==> config.mk <==
export PLATFORM = sky130hd
export DESIGN_NAME = bitbang_i2c_byte_master
export DESIGN_NICKNAME = d
export VERILOG_FILES = /design/src/bbi2c_pkg.sv /design/src/bbi2c_seq.sv /design/src/bitbang_i2c_byte_master.sv
export SDC_FILE = /design/constraint.sdc
export NUM_CORES = 1
export LEC_CHECK = 0
export ABC_AREA = 1
export BUFFER_PORTS_ARGS = -buffer_cell sky130_fd_sc_hd__buf_2
export CORE_MARGIN = 1
export CORE_UTILIZATION = 56
export CTS_BUF_LIST = sky130_fd_sc_hd__clkbuf_4 sky130_fd_sc_hd__clkbuf_8
export CTS_CLUSTER_SIZE = 10
export DETAILED_ROUTE_END_ITERATION = 8
export PLACE_DENSITY = 0.89
export SYNTH_ARGS = -nofsm -noshare
export SYNTH_HDL_FRONTEND = slang
export SYNTH_SLANG_ARGS = --single-unit
export TNS_END_PERCENT = 30
==> constraint.sdc <==
create_clock -name aclk -period 8.1 [get_ports aclk]
set_clock_uncertainty 0.15 [all_clocks]
set_input_delay 2.43 -clock aclk [delete_from_list [all_inputs] [get_ports aclk]]
set_output_delay 2.43 -clock aclk [all_outputs]
set_load 0.05 [all_outputs]
==> src/bbi2c_pkg.sv <==
// shared types, codes and phase decode functions for the i2c byte master
package bbi2c_pkg;

    localparam int TIMER_WIDTH_DEFAULT = 16;
    localparam logic [15:0] PHASE_LEN_RESET = 16'd10;
    localparam logic [2:0] BIT_TOP = 3'd7;

    // command codes as they arrive on the input word
    localparam logic [2:0] KIND_TICK  = 3'd0;
    localparam logic [2:0] KIND_INIT  = 3'd1;
    localparam logic [2:0] KIND_START = 3'd2;
    localparam logic [2:0] KIND_STOP  = 3'd3;
    localparam logic [2:0] KIND_WRITE = 3'd4;
    localparam logic [2:0] KIND_READ  = 3'd5;

    // phase counts per command
    localparam logic [4:0] NPH_INIT  = 5'd3;
    localparam logic [4:0] NPH_START = 5'd3;
    localparam logic [4:0] NPH_STOP  = 5'd4;
    localparam logic [4:0] NPH_WRITE = 5'd27;
    localparam logic [4:0] NPH_READ  = 5'd20;

    // landmark phases of write and read
    localparam logic [4:0] WR_BITS_END = 5'd24;
    localparam logic [4:0] WR_ACK_SCL  = 5'd25;
    localparam logic [4:0] RD_BITS_END = 5'd16;
    localparam logic [4:0] RD_ACK_SCL  = 5'd17;
    localparam logic [4:0] RD_ACK_LOW  = 5'd18;

    // reciprocal of three for phase numbers below 24
    localparam logic [9:0] RECIP3 = 10'd11;

    typedef enum logic [5:0] {
        CMD_IDLE  = 6'b000001,
        CMD_INIT  = 6'b000010,
        CMD_START = 6'b000100,
        CMD_STOP  = 6'b001000,
        CMD_WRITE = 6'b010000,
        CMD_READ  = 6'b100000
    } cmd_t;

    typedef struct packed {
        logic scl;
        logic sda;
    } lines_t;

    typedef struct packed {
        logic [7:0] rx;
        logic       ack;
        logic       done;
        logic       busy;
        logic       sda;
        logic       scl;
    } seq_res_t;

    function automatic cmd_t kind_to_cmd(input logic [2:0] kind);
        cmd_t c;
        case (kind)
            KIND_INIT:  c = CMD_INIT;
            KIND_START: c = CMD_START;
            KIND_STOP:  c = CMD_STOP;
            KIND_WRITE: c = CMD_WRITE;
            KIND_READ:  c = CMD_READ;
            default:    c = CMD_IDLE;
        endcase
        return c;
    endfunction

    function automatic logic [4:0] phase_count(input cmd_t cmd);
        logic [4:0] n;
        case (cmd)
            CMD_INIT:  n = NPH_INIT;
            CMD_START: n = NPH_START;
            CMD_STOP:  n = NPH_STOP;
            CMD_WRITE: n = NPH_WRITE;
            CMD_READ:  n = NPH_READ;
            default:   n = 5'd0;
        endcase
        return n;
    endfunction

    // pin action applied when phase s of a command begins
    function automatic lines_t begin_phase(input cmd_t cmd, input logic [4:0] s,
                                           input logic [7:0] shift, input logic nack,
                                           input lines_t cur);
        lines_t     l;
        logic [9:0] prod;
        logic [2:0] q;
        logic [4:0] r;
        l    = cur;
        prod = {5'd0, s} * RECIP3;
        q    = prod[7:5];
        r    = s - {q, 1'b0} - {2'd0, q};
        case (cmd)
            CMD_INIT: begin
                if (s == 5'd0) l.scl = 1'b1;
                else if (s == 5'd1) l.sda = 1'b1;
            end
            CMD_START: begin
                if (s == 5'd0) l.sda = 1'b0;
                else if (s == 5'd1) l.scl = 1'b0;
            end
            CMD_STOP: begin
                if (s == 5'd0) l.sda = 1'b0;
                else if (s == 5'd1) l.scl = 1'b1;
                else if (s == 5'd2) l.sda = 1'b1;
            end
            CMD_WRITE: begin
                if (s < WR_BITS_END) begin
                    if (r == 5'd0) l.sda = shift[BIT_TOP - q];
                    else if (r == 5'd1) l.scl = 1'b1;
                    else l.scl = 1'b0;
                end else if (s == WR_BITS_END) begin
                    l.sda = 1'b1;
                end else if (s == WR_ACK_SCL) begin
                    l.scl = 1'b1;
                end else begin
                    l.scl = 1'b0;
                end
            end
            CMD_READ: begin
                if (s < RD_BITS_END) l.scl = ~s[0];
                else if (s == RD_BITS_END) l.sda = nack;
                else if (s == RD_ACK_SCL) l.scl = 1'b1;
                else if (s == RD_ACK_LOW) l.scl = 1'b0;
                else l.sda = 1'b1;
            end
            default: begin
                l = cur;
            end
        endcase
        return l;
    endfunction

endpackage

==> src/bbi2c_seq.sv <==
// command sequencer: phase timer, step counter and pin levels, one tick per word
module bbi2c_seq
    import bbi2c_pkg::*;
#(
    parameter int TIMER_WIDTH = TIMER_WIDTH_DEFAULT
) (
    input  logic        aclk,
    input  logic        aresetn,
    input  logic        tick,
    input  logic [2:0]  kind,
    input  logic [7:0]  tx_data,
    input  logic        send_nack,
    input  logic        sda_in,
    input  logic [15:0] phase_len,
    output seq_res_t    res
);

    logic [TIMER_WIDTH-1:0] timer_reg, timer_next;
    logic [4:0]             step_reg, step_next;
    cmd_t                   cmd_reg, cmd_next;
    logic [7:0]             shift_reg, shift_next;
    logic                   nack_reg, nack_next;
    logic                   ack_reg, ack_next;
    lines_t                 lines_reg, lines_next;
    logic [7:0]             rx_reg, rx_next;
    logic                   done;

    logic [TIMER_WIDTH+15:0] len_ext;
    logic [TIMER_WIDTH-1:0]  len_raw, len, timer_inc;
    logic [4:0]              step_inc;
    cmd_t                    cmd_new;

    // phase length masked to the timer width, zero acts as one
    assign len_ext   = {{TIMER_WIDTH{1'b0}}, phase_len};
    assign len_raw   = len_ext[TIMER_WIDTH-1:0];
    assign len       = (len_raw == '0) ? {{(TIMER_WIDTH-1){1'b0}}, 1'b1} : len_raw;
    assign cmd_new   = kind_to_cmd(kind);

    always_comb begin
        cmd_next   = cmd_reg;
        step_next  = step_reg;
        timer_next = timer_reg;
        shift_next = shift_reg;
        nack_next  = nack_reg;
        ack_next   = ack_reg;
        lines_next = lines_reg;
        rx_next    = rx_reg;
        done       = 1'b0;
        timer_inc  = '0;
        step_inc   = '0;

        if (tick) begin
            // take a new command only while idle
            if (cmd_reg == CMD_IDLE && cmd_new != CMD_IDLE) begin
                cmd_next   = cmd_new;
                step_next  = '0;
                timer_next = '0;
                if (cmd_new == CMD_WRITE) begin
                    shift_next = tx_data;
                    ack_next   = 1'b0;
                end else if (cmd_new == CMD_READ) begin
                    shift_next = '0;
                    nack_next  = send_nack;
                end
                lines_next = begin_phase(cmd_new, 5'd0, shift_next, nack_next, lines_reg);
            end

            if (cmd_next != CMD_IDLE) begin
                timer_inc = timer_next + {{(TIMER_WIDTH-1){1'b0}}, 1'b1};
                if (timer_inc >= len) begin
                    if (cmd_next == CMD_WRITE && step_next == WR_ACK_SCL) begin
                        ack_next = ~sda_in;
                    end else if (cmd_next == CMD_READ && step_next < RD_BITS_END
                                 && !step_next[0]) begin
                        shift_next = {shift_next[6:0], sda_in};
                    end
                    timer_next = '0;
                    step_inc   = step_next + 5'd1;
                    if (step_inc >= phase_count(cmd_next)) begin
                        if (cmd_next == CMD_READ) rx_next = shift_next;
                        cmd_next  = CMD_IDLE;
                        step_next = '0;
                        done      = 1'b1;
                    end else begin
                        step_next  = step_inc;
                        lines_next = begin_phase(cmd_next, step_inc, shift_next,
                                                 nack_next, lines_next);
                    end
                end else begin
                    timer_next = timer_inc;
                end
            end
        end
    end

    always_ff @(posedge aclk) begin
        if (!aresetn) begin
            timer_reg <= '0;
            step_reg  <= '0;
            cmd_reg   <= CMD_IDLE;
            shift_reg <= '0;
            nack_reg  <= 1'b0;
            ack_reg   <= 1'b0;
            lines_reg <= '{scl: 1'b1, sda: 1'b1};
            rx_reg    <= '0;
        end else begin
            timer_reg <= timer_next;
            step_reg  <= step_next;
            cmd_reg   <= cmd_next;
            shift_reg <= shift_next;
            nack_reg  <= nack_next;
            ack_reg   <= ack_next;
            lines_reg <= lines_next;
            rx_reg    <= rx_next;
        end
    end

    assign res.scl  = lines_next.scl;
    assign res.sda  = lines_next.sda;
    assign res.busy = (cmd_next != CMD_IDLE);
    assign res.done = done;
    assign res.ack  = ack_next;
    assign res.rx   = rx_next;

endmodule

==> src/bitbang_i2c_byte_master.sv <==
// top level of the bit-banged i2c byte master: stream ports, config register, output register
// Each input word is one timebase tick. It carries the sampled SDA level and,
// while the block is idle, a command: init, start, stop, write byte or read byte.
// A command is cut into pin phases of phase_len ticks each (zero acts as one);
// a command that arrives while one is running is ignored. For every tick word
// the block returns one word with the SCL and SDA levels to drive after that
// tick, busy, a done pulse on the finishing tick, the ACK seen by the last write
// and the last byte read. Throughput is one word per clock: the sequencer state
// is updated in the cycle the word is taken and the result lands in a single
// output register, so the output word is valid in the cycle after the input
// word is taken. The input stalls only while that output register is full and
// not being drained. phase_len may be written only while no command is running.
module bitbang_i2c_byte_master
    import bbi2c_pkg::*;
#(
    parameter int TIMER_WIDTH = TIMER_WIDTH_DEFAULT
) (
    input  logic        aclk,
    input  logic        aresetn,
    // phase length register
    input  logic        cfg_we,
    input  logic [15:0] cfg_wdata,
    // tick words in
    input  logic        s_tvalid,
    output logic        s_tready,
    input  logic [15:0] s_tdata,   // tx_data[7:0], send_nack[8], sda_in[9], zero[15:10]
    input  logic [2:0]  s_tuser,   // kind[2:0]
    // result words out
    output logic        m_tvalid,
    input  logic        m_tready,
    output logic [15:0] m_tdata    // scl[0], sda_out[1], busy_res[2], done_res[3],
                                   // ack_ok[4], rx_data[12:5], zero[15:13]
);

    logic [15:0] phase_len_reg;
    logic        m_tvalid_reg, m_tvalid_next;
    logic [15:0] m_tdata_reg, m_tdata_next;
    logic        in_accept;
    seq_res_t    res;

    // output register may take a word when empty or draining this cycle
    assign s_tready  = !m_tvalid_reg || m_tready;
    assign in_accept = s_tvalid && s_tready;

    // phase length register, reset to the default length
    always_ff @(posedge aclk) begin
        if (!aresetn) begin
            phase_len_reg <= PHASE_LEN_RESET;
        end else if (cfg_we) begin
            phase_len_reg <= cfg_wdata;
        end
    end

    bbi2c_seq #(
        .TIMER_WIDTH (TIMER_WIDTH)
    ) u_seq (
        .aclk      (aclk),
        .aresetn   (aresetn),
        .tick      (in_accept),
        .kind      (s_tuser),
        .tx_data   (s_tdata[7:0]),
        .send_nack (s_tdata[8]),
        .sda_in    (s_tdata[9]),
        .phase_len (phase_len_reg),
        .res       (res)
    );

    // output register: load on every accepted tick, clear once taken
    always_comb begin
        m_tvalid_next = m_tvalid_reg;
        m_tdata_next  = m_tdata_reg;
        if (in_accept) begin
            m_tvalid_next = 1'b1;
            m_tdata_next  = {3'd0, res.rx, res.ack, res.done, res.busy,
                             res.sda, res.scl};
        end else if (m_tready) begin
            m_tvalid_next = 1'b0;
        end
    end

    always_ff @(posedge aclk) begin
        if (!aresetn) begin
            m_tvalid_reg <= 1'b0;
        end else begin
            m_tvalid_reg <= m_tvalid_next;
        end
    end

    // payload needs no reset
    always_ff @(posedge aclk) begin
        m_tdata_reg <= m_tdata_next;
    end

    assign m_tvalid = m_tvalid_reg;
    assign m_tdata  = m_tdata_reg;

endmodule

==> out/results.ini, run 1 <==
[die]
ios=58
coreArea_um2=9420
die_h_um=101
initial_utilization_pct=58.9
rows=35
die-area_um2=10300
die-width_um=101

[yosys]
synth_edf_count=13
synth.most_common_cell=nand2_1
synth-seq-cells=77
synth_cell_types=50
synth_warnings=0
synthArstFlopShare_pct=0
synth.area.top_cells=dfxtp_1 (23%), nand2_1 (13%), ha_1 (10%)
synthFlopType=dfxtp_1
synth_top_cell_area_share_pct=23.1
synth_common_cells=nand2_1 (190), inv_1 (115), dfxtp_1 (64), o21ai_0 (59), a21oi_1 (57)
netlist_area_um2=5540
yosysSeqAreaShare_pct=30.2
syn_inst=798
yosys.area.top_type=dfxtp_1
avgSynthCellArea_um2=6.95

[hold_path]
holdCritPathClass=flop to flop
hp-start=u_seq.shift_reg[5]
hold_end=u_seq.shift_reg[5]
hold_path_depth=2

[routing]
drtPass1Iterations=5
route.detailed.drc=0
via_count=5582
post_drt_wl_per_cell_um=13.6
routed_wl_um=13700
ant_nets=0
drt_iter0_markers=404
viasPerCell=5.52

[global_route]
grt_max_degree=45
grt_pass1_wl_um=22500
overflow=0
grt_pass1_vias=5049
antenna_found_initial=0
grtUsageTotal_pct=27.7

[worst_setup_path]
reg2reg_depth=37
critPathMaxStageDelay_ns=0.56
critPathBufInv=8
r2r_end=m_tdata[1]
critPathSlowestCell=fa_1
worstSetupPathType=input port to flop
r2r_start=u_seq.cmd_reg[3]
crit_family=adder cells
worstPathMaxFanout=4
worstPathArrival_ns=7.80
path_common_cell=nand2_1
start_kind=input port
setup.worst_path.end_class=flop
rrSetupSlack_ns=2.08
required_ns=8.06

[place]
post-place-ws_ns=-0.152
placed_cell_area_um2=6160
io_buffers=48
dp_hpwl_um=9810
gp_congestion=0.969
dp.cells=993

[sta]
finalHoldViolations=0
finalSetupViolCount=0
tightest_slew_ns=1.03
timing.hold.ws_ns=0.317
slew_headroom_pct=31.1
fmax_mhz=127
finalMaxSlewViolations=0
finalCritPeriodShare_pct=96.9
layout_setup_ws_ns=0.253
min_period_ns=7.85

[clocking]
numCtsBuffers=9
cts_tree=done
cts_num_sinks=77
holdBufCountCts=0
htreeDepth=3
clock_path_buffers=2
clk_pin_slew_ns=0.07
cts_root_buf=clkbuf_8
insertion_delay_ns=0.36

[run]
drv_cap=0

[layout]
syn_to_final_growth_pct=17.6
drive_above_1_share_pct=19.2
antenna_cells=0
final_cells=1011
finalNetCount=966
stdcell_area_um2=6520

[power_and_ir_drop]
irDropWorstVdd_v=0.000179
total_power_mw=1.20
p_leak_nw=3.14
p_per_area_nw_per_um2=184

[run_status]
outcome=finished clean

==> metrics by stage <==
stage,util [%],setup TNS (ns)
final,69.2,0
after global routing,69.2,-0.0707
after CTS,68.0,0
after detailed placement,65.4,-0.229
after global placement,65.4,-0.0521
after floorplan,-,0
==> logic make-up after synthesis <==
logic type,after synthesis,share of synthesized area [%]
AO/OA/AOI/OAI,167,17.1
flip-flops,77,30.2
XOR/XNOR,21,3.32
buffers and inverters,150,10.7
multiplexers,1,0.181
other,1,0.0677
AND/OR/NAND/NOR,332,26.9
adder cells (fa/ha/maj),49,11.5
==> layout by cell type (no fill, tap or decap), types with 9 or more instances in the layout <==
master,count
nand4_1,12
inv_1,111
nor3_1,9
a31oi_1,22
nor2_1,48
nand3_1,39
nand2_1,188
a21oi_1,56
clkbuf_8,9
xor2_1,11
inv_2,12
dfxtp_1,64
ha_1,41
buf_4,43
o21ai_0,57
buf_2,48
edfxtp_1,13
==> worst min-delay path: stages (launching register included) <==
cell and delay [ns]:
dfxtp_1 0.31, nand2_1 0.06, a21oi_1 0.05
==> report_power, final <==
part	internal, mW	switching (mW)	leakage, nW
Sequential	0.416	0.0132	0.656
Combinational	0.151	0.268	2.36
Clock	0.208	0.146	0.120
Total	0.775	0.427	3.14
==> timing repair <==
item / CTS / global route
endpoints found under the setup margin: 0 / 3
resized for setup: 0 / 23
setup buffers: 0 / 2
==> layer usage <==
metal  global-route usage, %  vias to the layer above  part of all wire [%]
li1                        -                     2793                     -
met1                    34.8                     2529                    43
met2                    46.9                      232                    47
met3                    7.32                       28                   7.8
met4                    7.47                        0                   1.7
met5                       0                        -                     0
==> area by class of cell <==
type	count	area (um^2)
clock buffer	10	131
tap	129	161
multi-input combinational	573	3410
clock inverter	6	111
fill	748	2900
inverter	125	470
timing repair buffer	91	563
sequential	77	1670
==> worst max path at each step <==
stage	start	end	slack (ns)	cells past startpoint
after floorplan	s_tuser[2]	m_tdata[1]	0.06	36
after global placement	s_tuser[2]	m_tdata[1]	-0.05	36
after detailed placement	s_tuser[2]	m_tdata[1]	-0.15	36
after CTS	s_tuser[2]	m_tdata[1]	0.20	36
after global routing	s_tuser[1]	m_tdata[1]	-0.07	38
final	s_tuser[1]	m_tdata[1]	0.25	36
Note: power is estimated with default switching activity, not from simulation.
==> run 2: changes to the inputs <==
--- a/config.mk
+++ b/config.mk
@@ -7,6 +7,7 @@
 export LEC_CHECK = 0
 export ABC_AREA = 1
 export BUFFER_PORTS_ARGS = -buffer_cell sky130_fd_sc_hd__buf_2
+export CORE_ASPECT_RATIO = 1.2
 export CORE_MARGIN = 1
 export CORE_UTILIZATION = 56
 export CTS_BUF_LIST = sky130_fd_sc_hd__clkbuf_4 sky130_fd_sc_hd__clkbuf_8
==> out/results.ini, run 2 (synthesized netlist as in run 1, its figures left out) <==
[run_status]
outcome=finished clean

[sta]
finalHoldViolations=0  ; unchanged
tightest_slew_ns=1.05  ; +0.0205 ns
finalCritPeriodShare_pct=95.2  ; -1.6 points
min_period_ns=7.71  ; -0.133 ns
finalSetupViolCount=0  ; unchanged
finalMaxSlewViolations=0  ; unchanged
fmax_mhz=130  ; +1.7%
slew_headroom_pct=29.7  ; -1.4 points
timing.hold.ws_ns=0.319  ; +0.00204 ns
layout_setup_ws_ns=0.385  ; +0.133 ns
rsz0062_at_grt=no

[global_route]
grt_pass1_wl_um=23500  ; +4.6%
overflow=0  ; unchanged
antenna_found_initial=0  ; unchanged
grtUsageTotal_pct=28.5  ; +0.79 points
grt_max_degree=49  ; +8.9%
grt_pass1_vias=5507  ; +9.1%

[routing]
via_count=5594  ; +0.21%
viasPerCell=5.59  ; +1.2%
drtPass1Iterations=5  ; unchanged
routed_wl_um=14100  ; +2.3%
ant_nets=0  ; unchanged
route.detailed.drc=0  ; unchanged
drt_iter0_markers=388  ; -4.0%
post_drt_wl_per_cell_um=14.1  ; +3.4%

[clocking]
clk_pin_slew_ns=0.09  ; +0.02 ns
cts_num_sinks=77  ; unchanged
cts_tree=done
htreeDepth=3  ; unchanged
numCtsBuffers=9  ; unchanged
clock_path_buffers=2  ; unchanged
insertion_delay_ns=0.37  ; about the same
holdBufCountCts=0  ; unchanged
cts_root_buf=clkbuf_8

[die]
rows=39  ; +11%
die-area_um2=10300  ; about the same
die-width_um=92.8  ; -8.5%
die_h_um=111  ; +9.4%
initial_utilization_pct=58.0  ; -0.92 points
coreArea_um2=9560  ; +1.6%
ios=58  ; unchanged

[place]
gp_congestion=0.934  ; -3.6%
dp.cells=985  ; -0.81%
post-place-ws_ns=-0.191  ; -0.0387 ns
io_buffers=48  ; unchanged
dp_hpwl_um=10600  ; +8.0%
placed_cell_area_um2=6140  ; -0.37%

[layout]
n_fill_cell=832  ; +11%
syn_to_final_growth_pct=15.7
final_cells=1001  ; -0.99%
multi_input_area_um2=3380  ; -0.95%
seqCellArea_um2=1670  ; unchanged
stdcell_area_um2=6410  ; -1.6%
antenna_cells=0  ; unchanged
final_cell_mix=nand2_1 (189), inv_1 (111), dfxtp_1 (64)
postLayoutCoreUtil_pct=67.0  ; -2.2 points
finalNetCount=962  ; -0.41%
drive_above_1_share_pct=18.2  ; -0.94 points
layout.cells.most_common=nand2_1

[worst_setup_path]
worstPathMaxFanout=4  ; unchanged
worstPathArrival_ns=7.70  ; -0.10 ns
start_kind=input port
required_ns=8.09  ; +0.03 ns
critPathSlowestCell=fa_1
setup.worst_path.end_class=flop
critPathBufInv=8  ; unchanged
crit_family=adder cells
path_common_cell=nand2_1
worstSetupPathType=input port to flop
critPathMaxStageDelay_ns=0.52  ; -0.04 ns

[run]
drv_cap=0  ; unchanged

[power_and_ir_drop]
p_leak_nw=3.07  ; -2.1%
irDropWorstVdd_v=0.0000990  ; -45%
p_per_area_nw_per_um2=179  ; -2.9%

[hold_path]
holdCritPathClass=flop to flop

==> run 2: final timing paths <==
| check | start | endpoint | slack (ns) | depth (start not counted) |
|---|---|---|---|---|
| hold reg to reg | u_seq.shift_reg[5] | u_seq.shift_reg[5] | 0.32 | 2 |
| hold / removal | u_seq.shift_reg[5] | u_seq.shift_reg[5] | 0.32 | 2 |
| setup reg to reg | u_seq.cmd_reg[3] | m_tdata[1] | 2.21 | 37 |
| setup / recovery | s_tuser[1] | m_tdata[1] | 0.39 | 36 |
==> run 2: per-stage QoR <==
stage	power (mW)	setup TNS (ns)
floorplan	0.721	0
global placement	0.821	-0.0468
detailed placement	0.835	-0.387
CTS	1.14	0
global route	1.21	0
finish	1.15	0
==> run 2: worst min-delay path, stage by stage (launching register included) <==
cell and delay [ns]:
dfxtp_1 0.32, nand2_1 0.06, a21oi_1 0.05
==> run 2: routing by layer <==
metal	GRT usage, %	part of all wire (%)
met1	30.9	38
met2	51.9	52
met3	3.57	5.1
met4	16.6	4.7
met5	0	0
==> run 2: cell type report <==
class / instances / share of cell area (%)
clock inverters: 7 / 1.27
well taps: 123 / 2.40
inverters: 125 / 7.34
repair buffers: 87 / 8.35
flip-flops and latches: 77 / 26.1
multi-input cells: 573 / 52.6
clock buffers: 9 / 1.93
==> run 2: timing repair <==
action,4_1_cts,5_1_grt
buffers inserted,0,0
setup endpoints to repair,0,4
gates resized for setup,0,17
==> run 2: where the power goes <==
part	switching (mW)	leakage, nW	internal (mW)
Combinational	0.262	2.32	0.149
Clock	0.162	0.0944	0.146
Sequential	0.0136	0.656	0.416
Total	0.438	3.07	0.711
==> run 3: changes to the inputs <==
--- a/config.mk
+++ b/config.mk
@@ -14,6 +14,7 @@
 export CTS_CLUSTER_SIZE = 10
 export DETAILED_ROUTE_END_ITERATION = 8
 export PLACE_DENSITY = 0.89
+export RECOVER_POWER = 100
 export SYNTH_ARGS = -nofsm -noshare
 export SYNTH_HDL_FRONTEND = slang
 export SYNTH_SLANG_ARGS = --single-unit
==> out/results.ini, run 3 (synthesized netlist as in run 1, its figures left out) <==
[die]
die-width_um=92.8  ; unchanged
initial_utilization_pct=58.0  ; unchanged
die-area_um2=10300  ; unchanged
die_h_um=111  ; unchanged
ios=58  ; unchanged
coreArea_um2=9560  ; unchanged
rows=39  ; unchanged

[sta]
finalHoldViolations=0  ; unchanged
setup_tns_ns=0  ; unchanged
finalMaxSlewViolations=49  ; +49
fmax_mhz=129  ; -0.21%
rsz0062_at_grt=no
min_period_ns=7.73  ; +0.0161 ns
layout_setup_ws_ns=0.369  ; -0.0161 ns
finalCritPeriodShare_pct=95.4  ; +0.20 points
timing.hold.ws_ns=0.320  ; +0.00117 ns
finalSetupViolCount=0  ; unchanged
tightest_slew_ns=2.05  ; +0.993 ns
slew_headroom_pct=-36.4  ; -66 points

[routing]
ant_nets=0  ; unchanged
route.detailed.drc=0  ; unchanged
viasPerCell=5.58  ; -0.23%
drtPass1Iterations=5  ; unchanged
via_count=5581  ; -0.23%
post_drt_wl_per_cell_um=14.1  ; +0.35%
routed_wl_um=14100  ; +0.35%
drt_iter0_markers=410  ; +5.7%

[clocking]
clock_path_buffers=2  ; unchanged
cts_num_sinks=77  ; unchanged
insertion_delay_ns=0.37  ; about the same
numCtsBuffers=9  ; unchanged
htreeDepth=3  ; unchanged
clk_pin_slew_ns=0.09  ; about the same
cts_tree=done
cts_root_buf=clkbuf_8

[layout]
final_cell_mix=nand2_1 (189), inv_1 (111), dfxtp_1 (64)
syn_to_final_growth_pct=14.8
finalNetCount=962  ; unchanged
layout.cells.most_common=nand2_1
final_cells=1001  ; unchanged
drive_above_1_share_pct=15.5  ; -2.7 points
n_fill_cell=844  ; +1.4%
antenna_cells=0  ; unchanged

[power_and_ir_drop]
power.switching_mw=0.438  ; about the same
p_sw_share_pct=38.3  ; +0.15 points
p_per_area_nw_per_um2=180  ; +0.38%
power.internal_mw=0.706  ; -0.63%
power_frac_comb_pct=35.6  ; -0.2 points
p_seq_share_pct=37.5  ; about the same
pwr-share-clk_pct=26.9  ; about the same
p_leak_nw=3.00  ; -2.4%
irDropWorstVdd_v=0.0000989  ; -0.10%

[worst_setup_path]
required_ns=8.09  ; about the same
critPathMaxStageDelay_ns=0.52  ; about the same
path_common_cell=nand2_1
setup.worst_path.end_class=flop
critPathSlowestCell=fa_1
worstPathArrival_ns=7.72  ; +0.02 ns
worstSetupPathType=input port to flop
start_kind=input port
worstPathMaxFanout=4  ; unchanged

[place]
dp.cells=985  ; unchanged
dp_hpwl_um=10600  ; unchanged
post-place-ws_ns=-0.191  ; unchanged
gp_congestion=0.934  ; unchanged
io_buffers=48  ; unchanged

[global_route]
antenna_found_initial=0  ; unchanged
grt_pass1_vias=5507  ; unchanged
grt_pass1_wl_um=23500  ; unchanged
overflow=0  ; unchanged
grt_max_degree=49  ; unchanged
grtUsageTotal_pct=28.5  ; unchanged

[run_status]
outcome=finished with violations
violations=max-capacitance violations, max-slew violations

[hold_path]
holdCritPathClass=flop to flop

[run]
drv_cap=1  ; +1

## run 3: per-layer routing
metal / GRT usage (%) / vias to the layer above / part of all wire, %
met5: 0 / - / 0
met4: 16.6 / 0 / 4.5
met3: 3.57 / 56 / 4.7
met2: 51.9 / 177 / 52
met1: 30.9 / 2576 / 39
li1: - / 2772 / -
## run 3: path summary, 6_finish.rpt
check             slack (ns)  cells past startpoint                 end               start
setup / recovery        0.37                     36          m_tdata[1]          s_tuser[1]
hold / removal          0.32                      2  u_seq.shift_reg[5]  u_seq.shift_reg[5]
setup reg to reg        2.20                     37          m_tdata[1]    u_seq.cmd_reg[3]
hold reg to reg         0.32                      2  u_seq.shift_reg[5]  u_seq.shift_reg[5]
## run 3: power groups by stage
stage | Combinational, mW | Sequential [mW] | Clock (mW)
after floorplan | 0.269 | 0.452 | 0
after global placement | 0.385 | 0.436 | 0
after detailed placement | 0.398 | 0.437 | 0
after CTS | 0.401 | 0.429 | 0.309
after global routing | 0.451 | 0.432 | 0.326
final | 0.407 | 0.429 | 0.308
## run 3: worst max-delay path: cells and delay by family
kind | cells | cell delay (ns)
adder cells (fa/ha/maj) | 7 | 2.33
AND/OR/NAND/NOR | 13 | 1.15
AO/OA/AOI/OAI | 5 | 0.78
XOR/XNOR | 3 | 0.54
buffers and inverters | 8 | 0.47
## run 3: final cells by class
type	count	area (um^2)	share of cell area, %
inverters	125	470	7.39
clock buffers	9	124	1.95
flip-flops and latches	77	1670	26.3
well taps	123	154	2.42
repair buffers	87	503	7.90
clock inverters	7	81.3	1.28
multi-input cells	573	3360	52.8
## run 3: through the flow
step	utilization [%]	total power, mW	instance area, um^2
after global routing	66.5	1.21	6360
after CTS	66.3	1.14	6340
after detailed placement	64.2	0.835	6140
after global placement	64.2	0.821	6140
final	66.5	1.14	6360
after floorplan	-	0.721	5580
## run 3: what timing repair did
item	in CTS	in global routing
hold buffers	0	0
hold endpoints to repair	0	0
endpoints found under the setup margin	0	4
resized for setup	0	17
buffers inserted	0	0
